==> src/rtl/swlap_pkg.sv <==
// Package with the shared types and constants of the stopwatch block.
package swlap_pkg;

    // Number of lap entries and the width of the fill count.
    localparam int LAP_DEPTH = 6;
    localparam int LAP_CNT_W = $clog2(LAP_DEPTH + 1);

    // Elapsed time limits; the count wraps to zero after the last value.
    localparam logic [28:0] MS_MAX      = 29'd359999999;
    localparam logic [28:0] ALARM_RESET = 29'd3000;

    // Last value of each display digit group.
    localparam logic [3:0] MS_DIGIT_MAX = 4'd9;
    localparam logic [6:0] CS_MAX       = 7'd99;
    localparam logic [5:0] SEC_MAX      = 6'd59;
    localparam logic [5:0] MIN_MAX      = 6'd59;
    localparam logic [6:0] HR_MAX       = 7'd99;

    // Operation codes carried with each input word.
    typedef enum logic [1:0] {
        OP_TICK   = 2'd0,
        OP_TOGGLE = 2'd1,
        OP_CLEAR  = 2'd2,
        OP_LAP    = 2'd3
    } sw_op_t;

    // Time and run state after an operation has taken effect.
    typedef struct packed {
        logic       alarm_hit;
        logic       is_running;
        logic [6:0] centiseconds;
        logic [5:0] seconds;
        logic [5:0] minutes;
        logic [6:0] hours;
    } sw_time_view_t;

    // Lap store view for the requested entry.
    typedef struct packed {
        logic        lap_valid;
        logic [28:0] lap_value_ms;
        logic [2:0]  laps_stored;
    } sw_lap_view_t;

    // One complete result word.
    typedef struct packed {
        sw_lap_view_t  lap;
        sw_time_view_t tim;
    } sw_result_t;

endpackage

==> src/rtl/stopwatch_with_laps_and_alarm.sv <==
// Top level of the millisecond stopwatch with lap store and alarm flag.
//
//  channel | direction | handshake          | contents
//  s_      | in        | s_tvalid/s_tready  | one operation word, lap entry to read
//  m_      | out       | m_tvalid/m_tready  | time digits, flags, lap count and entry
//  cfg_    | in        | cfg_valid/cfg_ready| alarm time in milliseconds
//
// Each input word yields one registered result word (result register or skid stage);
// one word is taken in every cycle while the skid stage is empty, by the single pass.
// Reset (aresetn low, synchronous) stops the watch, clears the time and the lap
// count and loads the alarm time of 3000 ms; lap entries hold no reset value.
// A stalled output is held in the result register, and one more word is taken
// into the skid stage before s_tready falls. Configuration is always ready.
module stopwatch_with_laps_and_alarm (
    input  logic        aclk,
    input  logic        aresetn,
    // Input words.
    input  logic        s_tvalid,
    output logic        s_tready,
    input  logic [7:0]  s_tdata,   // [2:0] lap_index, [7:3] zero
    input  logic [1:0]  s_tuser,   // [1:0] operation
    // Result words.
    output logic        m_tvalid,
    input  logic        m_tready,
    output logic [63:0] m_tdata,   // [6:0] hours, [12:7] minutes, [18:13] seconds,
                                   // [25:19] centiseconds, [26] alarm_hit,
                                   // [27] is_running, [30:28] laps_stored,
                                   // [59:31] lap_value_ms, [63:60] zero
    output logic [0:0]  m_tuser,   // [0] lap_valid
    // Alarm time register.
    input  logic        cfg_valid,
    output logic        cfg_ready,
    input  logic [28:0] cfg_data
);

    logic                    accept;
    logic                    cfg_we;
    logic [28:0]             elapsed_next;
    swlap_pkg::sw_time_view_t time_view;
    swlap_pkg::sw_lap_view_t  lap_view;
    swlap_pkg::sw_result_t    result;
    swlap_pkg::sw_result_t    out_result;

    assign accept    = s_tvalid && s_tready;
    assign cfg_ready = 1'b1;
    assign cfg_we    = cfg_valid;

    // Time counters and alarm.
    swlap_time_core u_time (
        .aclk         (aclk),
        .aresetn      (aresetn),
        .en           (accept),
        .op           (s_tuser),
        .cfg_we       (cfg_we),
        .cfg_alarm    (cfg_data),
        .elapsed_next (elapsed_next),
        .view         (time_view)
    );

    // Lap store; a lap mark leaves the time unchanged, so the updated time is pushed.
    swlap_lap_store u_laps (
        .aclk      (aclk),
        .aresetn   (aresetn),
        .en        (accept),
        .op        (s_tuser),
        .elapsed   (elapsed_next),
        .lap_index (s_tdata[2:0]),
        .view      (lap_view)
    );

    assign result.tim = time_view;
    assign result.lap = lap_view;

    // Output register and skid stage.
    swlap_out_buf u_obuf (
        .aclk      (aclk),
        .aresetn   (aresetn),
        .in_valid  (s_tvalid),
        .in_ready  (s_tready),
        .in_data   (result),
        .out_valid (m_tvalid),
        .out_ready (m_tready),
        .out_data  (out_result)
    );

    // Pack the result word.
    assign m_tdata = {4'b0000,
                      out_result.lap.lap_value_ms,
                      out_result.lap.laps_stored,
                      out_result.tim.is_running,
                      out_result.tim.alarm_hit,
                      out_result.tim.centiseconds,
                      out_result.tim.seconds,
                      out_result.tim.minutes,
                      out_result.tim.hours};
    assign m_tuser = out_result.lap.lap_valid;

endmodule

==> src/rtl/swlap_time_core.sv <==
// Elapsed time counters, run state and alarm comparator of the stopwatch.
module swlap_time_core (
    input  logic                   aclk,
    input  logic                   aresetn,
    input  logic                   en,
    input  logic [1:0]             op,
    input  logic                   cfg_we,
    input  logic [28:0]            cfg_alarm,
    output logic [28:0]            elapsed_next,
    output swlap_pkg::sw_time_view_t view
);

    logic        running_reg, running_next;
    logic [28:0] elapsed_reg;
    logic [28:0] alarm_reg;
    logic [3:0]  ms_reg, ms_next;
    logic [6:0]  cs_reg, cs_next;
    logic [5:0]  sec_reg, sec_next;
    logic [5:0]  min_reg, min_next;
    logic [6:0]  hr_reg, hr_next;
    swlap_pkg::sw_op_t op_code;

    assign op_code = swlap_pkg::sw_op_t'(op);

    // Next state: a binary count for compare and laps, mixed-radix digits for display.
    always_comb begin
        running_next = running_reg;
        elapsed_next = elapsed_reg;
        ms_next      = ms_reg;
        cs_next      = cs_reg;
        sec_next     = sec_reg;
        min_next     = min_reg;
        hr_next      = hr_reg;
        case (op_code)
            swlap_pkg::OP_TICK: begin
                if (running_reg) begin
                    if (elapsed_reg == swlap_pkg::MS_MAX) begin
                        elapsed_next = '0;
                    end else begin
                        elapsed_next = 29'(elapsed_reg + 29'd1);
                    end
                    if (ms_reg == swlap_pkg::MS_DIGIT_MAX) begin
                        ms_next = '0;
                        if (cs_reg == swlap_pkg::CS_MAX) begin
                            cs_next = '0;
                            if (sec_reg == swlap_pkg::SEC_MAX) begin
                                sec_next = '0;
                                if (min_reg == swlap_pkg::MIN_MAX) begin
                                    min_next = '0;
                                    if (hr_reg == swlap_pkg::HR_MAX) begin
                                        hr_next = '0;
                                    end else begin
                                        hr_next = 7'(hr_reg + 7'd1);
                                    end
                                end else begin
                                    min_next = 6'(min_reg + 6'd1);
                                end
                            end else begin
                                sec_next = 6'(sec_reg + 6'd1);
                            end
                        end else begin
                            cs_next = 7'(cs_reg + 7'd1);
                        end
                    end else begin
                        ms_next = 4'(ms_reg + 4'd1);
                    end
                end
            end
            swlap_pkg::OP_TOGGLE: begin
                running_next = !running_reg;
            end
            swlap_pkg::OP_CLEAR: begin
                elapsed_next = '0;
                ms_next      = '0;
                cs_next      = '0;
                sec_next     = '0;
                min_next     = '0;
                hr_next      = '0;
            end
            default: begin
            end
        endcase
    end

    // State registers advance only when a word is accepted.
    always_ff @(posedge aclk) begin
        if (!aresetn) begin
            running_reg <= 1'b0;
            elapsed_reg <= '0;
            ms_reg      <= '0;
            cs_reg      <= '0;
            sec_reg     <= '0;
            min_reg     <= '0;
            hr_reg      <= '0;
        end else if (en) begin
            running_reg <= running_next;
            elapsed_reg <= elapsed_next;
            ms_reg      <= ms_next;
            cs_reg      <= cs_next;
            sec_reg     <= sec_next;
            min_reg     <= min_next;
            hr_reg      <= hr_next;
        end
    end

    // Alarm time register.
    always_ff @(posedge aclk) begin
        if (!aresetn) begin
            alarm_reg <= swlap_pkg::ALARM_RESET;
        end else if (cfg_we) begin
            alarm_reg <= cfg_alarm;
        end
    end

    // Result view of the state after the operation.
    always_comb begin
        view.alarm_hit    = (elapsed_next == alarm_reg);
        view.is_running   = running_next;
        view.centiseconds = cs_next;
        view.seconds      = sec_next;
        view.minutes      = min_next;
        view.hours        = hr_next;
    end

endmodule

==> src/rtl/swlap_lap_store.sv <==
// Lap store: a shift line of recorded times with a fill count and a read select.
module swlap_lap_store (
    input  logic                   aclk,
    input  logic                   aresetn,
    input  logic                   en,
    input  logic [1:0]             op,
    input  logic [28:0]            elapsed,
    input  logic [2:0]             lap_index,
    output swlap_pkg::sw_lap_view_t view
);

    logic [28:0] store_reg  [swlap_pkg::LAP_DEPTH];
    logic [28:0] store_next [swlap_pkg::LAP_DEPTH];
    logic [swlap_pkg::LAP_CNT_W-1:0] count_reg, count_next;
    logic        push;
    logic        hit;
    logic [28:0] sel_value;

    // A lap mark is taken only while the store has room.
    assign push = en && (swlap_pkg::sw_op_t'(op) == swlap_pkg::OP_LAP) &&
                  (count_reg < swlap_pkg::LAP_CNT_W'(swlap_pkg::LAP_DEPTH));

    // The newest time enters at the front and older entries move back one place.
    always_comb begin
        store_next[0] = push ? elapsed : store_reg[0];
        for (int i = 1; i < swlap_pkg::LAP_DEPTH; i++) begin
            store_next[i] = push ? store_reg[i-1] : store_reg[i];
        end
        count_next = push ? swlap_pkg::LAP_CNT_W'(count_reg + 1'b1) : count_reg;
    end

    // Entries hold payload only; the fill count tells which are meaningful.
    always_ff @(posedge aclk) begin
        for (int i = 0; i < swlap_pkg::LAP_DEPTH; i++) begin
            store_reg[i] <= store_next[i];
        end
    end

    always_ff @(posedge aclk) begin
        if (!aresetn) begin
            count_reg <= '0;
        end else begin
            count_reg <= count_next;
        end
    end

    // Select the requested entry from the updated store.
    always_comb begin
        sel_value = '0;
        for (int i = 0; i < swlap_pkg::LAP_DEPTH; i++) begin
            if (32'(lap_index) == i) begin
                sel_value = store_next[i];
            end
        end
        hit = (32'(lap_index) < 32'(count_next));
        view.lap_valid    = hit;
        view.lap_value_ms = hit ? sel_value : '0;
        view.laps_stored  = 3'(count_next);
    end

endmodule

==> src/rtl/swlap_out_buf.sv <==
// Result register with a skid stage so input and output stalls stay apart.
module swlap_out_buf (
    input  logic                  aclk,
    input  logic                  aresetn,
    input  logic                  in_valid,
    output logic                  in_ready,
    input  swlap_pkg::sw_result_t in_data,
    output logic                  out_valid,
    input  logic                  out_ready,
    output swlap_pkg::sw_result_t out_data
);

    logic                  main_valid_reg, main_valid_next;
    logic                  skid_valid_reg, skid_valid_next;
    swlap_pkg::sw_result_t main_reg, main_next;
    swlap_pkg::sw_result_t skid_reg, skid_next;
    logic                  in_acc;

    assign in_ready = !skid_valid_reg;
    assign in_acc   = in_valid && !skid_valid_reg;

    // The main register refills from the skid stage first, then from the input.
    always_comb begin
        main_valid_next = main_valid_reg;
        skid_valid_next = skid_valid_reg;
        main_next       = main_reg;
        skid_next       = skid_reg;
        if (!main_valid_reg || out_ready) begin
            if (skid_valid_reg) begin
                main_next       = skid_reg;
                main_valid_next = 1'b1;
                skid_valid_next = 1'b0;
            end else begin
                main_next       = in_data;
                main_valid_next = in_acc;
            end
        end else if (in_acc) begin
            skid_next       = in_data;
            skid_valid_next = 1'b1;
        end
    end

    always_ff @(posedge aclk) begin
        if (!aresetn) begin
            main_valid_reg <= 1'b0;
            skid_valid_reg <= 1'b0;
        end else begin
            main_valid_reg <= main_valid_next;
            skid_valid_reg <= skid_valid_next;
        end
    end

    always_ff @(posedge aclk) begin
        main_reg <= main_next;
        skid_reg <= skid_next;
    end

    assign out_valid = main_valid_reg;
    assign out_data  = main_reg;

endmodule
==> config.mk <==
export PLATFORM = sky130hd
export DESIGN_NAME = stopwatch_with_laps_and_alarm
export DESIGN_NICKNAME = d
export VERILOG_FILES = /design/src/rtl/swlap_pkg.sv /design/src/rtl/stopwatch_with_laps_and_alarm.sv /design/src/rtl/swlap_time_core.sv /design/src/rtl/swlap_lap_store.sv /design/src/rtl/swlap_out_buf.sv
export SDC_FILE = /design/constraint.sdc
export NUM_CORES = 1
export LEC_CHECK = 0
export BUFFER_PORTS_ARGS = -buffer_cell sky130_fd_sc_hd__buf_2
export CAP_MARGIN = 25
export CORE_ASPECT_RATIO = 0.9
export CORE_MARGIN = 2
export CORE_UTILIZATION = 41
export CTS_CLUSTER_DIAMETER = 50
export DETAILED_ROUTE_END_ITERATION = 6
export GPL_TIMING_DRIVEN = 0
export PLACE_DENSITY = 0.55
export SLEW_MARGIN = 15
export SYNTH_ARGS = -nofsm -noshare
export SYNTH_HDL_FRONTEND = slang
export SYNTH_HIERARCHICAL = 1
export SYNTH_SLANG_ARGS = --single-unit
==> constraint.sdc <==
create_clock -name aclk -period 14.9 [get_ports aclk]
set_input_delay 2.235 -clock aclk [delete_from_list [all_inputs] [get_ports aclk]]
set_output_delay 2.235 -clock aclk [all_outputs]
set_load 0.005 [all_outputs]
Yosys cells after proc, flatten, opt, wreduce, memory -nomap -nowiden
Memory sizes are Yosys's and may differ from the RTL's.
Index checks and enable logic that the tools add are counted.
Widths: inputs -> output; s select.

operators by class
  $add $sub $neg = 7
  $lt $le $gt $ge = 2
  equal/unequal tests = 16
  muxes and demuxes = 45
  bitwise logic cells = 2
  reductions and logical operators = 13

operator list
  kind                   count
  $mux 29                15
  $mux 7                 9
  $mux 61                1
  $pmux 29 s2            1
  $mux 6                 9
  $add 29x1->29 const B  1
  $eq 29x29->1           1
  $eq 29x29->1 const B   1
  $pmux 7 s2             2
  $pmux 6 s2             2
  $add 7x1->7 const B    2
  $eq 7x7->1 const B     2
  $add 6x1->6 const B    2
  $eq 6x6->1 const B     2
  $mux 4                 2
  $pmux 4 s2             1
  $eq 3x2->1 const B     2
  $eq 3x3->1 const B     2
  $add 4x1->4 const B    1
  $eq 2x2->1 const B     2
  $eq 4x4->1 const B     1
  $add 3x1->3 const B    1
  $eq 3x1->1 const B     1
  $logic_and 1x1->1      3
  other kinds (15)       19

word-level totals
  flip-flop bits (word level) = 216
  memory bits (writable) = 174
  input bits = 44
  output and inout port bits = 68
  word-level logic and storage cells = 115
  memories = 1

memories
  memory            words  width  rd ports  clocked after memory_dff  wr ports  line                   source
  u_laps.store_reg  6      29     6         0                         6         swlap_lap_store.sv:12  logic [28:0] store_reg [swlap_pkg::LAP_DEPTH];

Longest topological paths before layout
  word-level depth = 13
  mapped depth = 17
  depth with buffers taken out = 14

Cells and area by module
The synthesis kept the hierarchy.

modules (own cells, without submodules)
  module                         times used  cells an instance  area each (um^2)  seq. area each (um^2)
  swlap_lap_store                1           1172               9042.4            3543.4
  swlap_time_core                1           936                6580.1            1781.7
  swlap_out_buf                  1           198                4779.6            3703.6
  stopwatch_with_laps_and_alarm  1           8                  51.3              0.0

Least setup slack after synthesis
Ideal clock, no wire load.

  path type = in2reg
  start = in m_tready
  end = reg u_obuf/skid_reg[0] (netlist bit) (enable)
  setup time = 0.568 ns
  data arrival time = 8.344 ns
  required time = 14.332 ns
  path slack = 5.988 ns
  stages = 2
  buffers on the path = 0
  path through = nand2b_1 > nor3b_1

between the ends
  cells in the longest elaborated chain, start to end = 3

ends and longest elaborated chain
  item                        line                                 source
  from (decl)                 stopwatch_with_laps_and_alarm.sv:24  input logic m_tready,
  $logic_or 1x1->1            swlap_out_buf.sv:28                  if (!main_valid_reg || out_ready) begin
  $not 1->1 (no line)         -
  $reduce_and 2->1 (no line)  -
  to (signal assigned)        swlap_out_buf.sv:55                  skid_reg <= skid_next;
  to (decl)                   swlap_out_buf.sv:16                  swlap_pkg::sw_result_t skid_reg, skid_next;

Every way passes these cells.
A chain may end at the register's enable or synchronous reset.

==> results.yml <==
logic_synthesis:
  synthTopCellsByArea: "dfxtp_1 (26%), edfxtp_1 (18%), nand2_1 (8.2%)"
  yosysWarnings: 6
  yosysTopAreaCellShare_pct: 26.2
  ys_top_cells_by_count: "nand2_1 (447), dfxtp_1 (268), nor2_1 (158)"
  synth.distinct_cells: 92
  postSynthCellCount: 2314
  synthFlopType: "dfxtp_1"
  synth_seq_area_share_pct: 44.1
  ys_ff_latch: 390
  syn-cell-area_mm2: 0.0205
  yosysTopAreaCell: "dfxtp_1"
  yosysMostFrequentCell: "nand2_1"
  synthArstFlopShare_pct: 0
  synth-edff-count: 122
  syn_avg_cell_area_um2: 8.84
clock_network:
  cts_setup_buffers: 0
  numCtsBuffers: 47
  postCtsHoldBufs: 0
  clk_pin_slew_worst_paths_ns: 0.06
  clockBufferDepth: 3
  ctsHtreeMaxLevel: 2
  cts-root-buf: "clkbuf_16"
  ctsResizeCount: 0
  clk_latency_ns: 0.59
  cts_tree: "yes"
  cts.sinks: 390
critical_path:
  cp.required_ns: 15.36
  cp_max_fo: 10
  max_stage_delay_ns: 0.80
  crit_chain: "buf_2 > clkbuf_1 > clkbuf_1 > clkbuf_1 > clkbuf_1 > a21oi_1 > o21ai_0 > nand4_1 > o21ai_1 > o311ai_1 > a211oi_1 > mux2_4"
  setup.worst_path.start_class: "primary input"
  path_buf_inv: 5
  crit_type: "in2reg"
  crit_path_frequent_cell: "clkbuf_1"
  crit_slowest_cell: "o21ai_0"
  crit_family: "buffers and inverters"
  crit_path_end_kind: "flop"
  crit_arrival_ns: 7.16
power_and_ir_drop:
  fin_total_pwr_mw: 2.48
  power.leakage_nw: 9.08
  power.density_mw_per_mm2: 106
  max-vdd-ir-drop_uv: 74.6
grt:
  grt_usage_pct: 27.3
  grt_pass1_wl_um: 108000
  grt_max_degree: 34
  antenna_found_initial: 1
  grt_pass1_vias: 17405
  grt_overflow: 0
routing:
  first_iter_violations: 1947
  ant_nets: 0
  routedWlPerCell_um: 22.4
  vias: 18577
  wl_um: 71400
  drc: 0
  dr.pass1.iters: 5
  via_per_inst: 5.84
job:
  maxCapViolations: 0
layout:
  largest_register_ffs: 174
  area_growth_pct: 14.8
  nFillCells: 4735
  nNetsFinal: 2527
  multi_input_area_mm2: 0.0102
  drive_above_1_share_pct: 18.1
  seqCellArea_mm2: 0.00903
floorplanning:
  row_count: 77
  die_h_um: 216
  ios: 112
  die_w_um: 239
  die_area_mm2: 0.0517
  coreArea_mm2: 0.0492
  initial_utilization_pct: 41.5
timing:
  slew_headroom_pct: 25.8
  fmax_ghz: 0.149
  rsz0062_at_grt: "false"
  setup_tns_ns: 0
  maxSlewViolCount: 0
  period_share_pct: 45.0
  finClkSkew_ns: 0.0157
  setup-violations-final: 0
  min_period_ns: 6.70
  worst_slew_pin_slew_ns: 1.10
  hold_violations: 0
  worst_slack_ns: 8.20
placed_design:
  numPortBuffers: 99
  dp_worst_setup_slack_ns: 7.86
  hpwl_um: 53200
  gp_congestion: 0.953
min_path:
  min_path_type: "reg2reg"
run_status:
  status: "complete, no violations"
-- power by group --
part           total (mW)  leakage, nW  switching [mW]  internal (mW)
logic               0.196         4.94           0.130         0.0656
registers            1.13         3.37          0.0128           1.12
clock network        1.15        0.764           0.480          0.670
total                2.48         9.08           0.623           1.86
-- cell type report --
type | instances | share of cell area, %
diodes | 1 | 0.0107
inverters | 29 | 0.463
clock buffers | 67 | 5.85
clock inverters | 20 | 0.884
well taps | 671 | 3.57
multi-input cells | 1693 | 43.3
repair buffers | 107 | 2.44
flip-flops and latches | 390 | 38.4
plain buffers | 205 | 5.04
-- tightest hold or removal path: stages (launching register included) --
cell and delay, ns:
dfxtp_1 0.32, nand2_1 0.06, nand2_1 0.04
-- kinds of logic after synthesis --
group                    Yosys count  synth area share [%]
XOR/XNOR                          28                  1.24
buffers and inverters            234                  6.32
AO/OA/AOI/OAI                    519                  15.8
adder cells (fa/ha/maj)           10                 0.612
other                              2                0.0367
AND/OR/NAND/NOR                  978                  22.7
flip-flops                       390                  44.1
multiplexers                     153                  9.24
-- layer usage --
layer | global-route usage (%) | share of wire, %
met4 | 9.33 | 3.0
met1 | 41.7 | 48
met3 | 4.57 | 8.2
met5 | 0 | 0.014
met2 | 38.5 | 41
-- cell usage in the layout (no fill, tap or decap), drive strengths merged, types with 33 or more instances in the layout --
master,instances
buf,231
a211oi,38
clkbuf,148
o21ai,180
nor2,161
a21oi,117
mux2i,38
inv,34
nand3,94
edfxtp,122
a31oi,33
dfxtp,268
nand2,450
mux2,115
nor2b,39
nand4,102
-- stage by stage --
stage | utilization, % | cell area (um^2) | hold slack, ns | cells
after detailed placement | 44.5 | 21900 | 0.440 | 3095
final | 47.7 | 23500 | 0.450 | 3183
after global routing | 47.7 | 23500 | 0.478 | 3182
after floorplan | - | 20500 | 0.426 | 2317
after global placement | 44.3 | 21800 | 0.440 | 3087
after CTS | 47.7 | 23500 | 0.449 | 3182
-- final timing paths --
path / cells after the start / to / from / slack, ns
hold reg to reg: 2 / u_laps/store_reg[2][15]$_DFF_P_ / u_laps/store_reg[1][15]$_DFF_P_ / 0.45
setup reg to reg: 14 / u_obuf/out_data[38]$_DFFE_PP_ / u_time/elapsed_reg[0]$_SDFFE_PN0P_ / 9.04
setup / recovery: 12 / u_obuf/out_data[36]$_DFFE_PP_ / s_tuser[0] / 8.20
hold / removal: 2 / u_laps/store_reg[2][15]$_DFF_P_ / u_laps/store_reg[1][15]$_DFF_P_ / 0.45
Note: power is estimated with default switching activity, not from simulation.
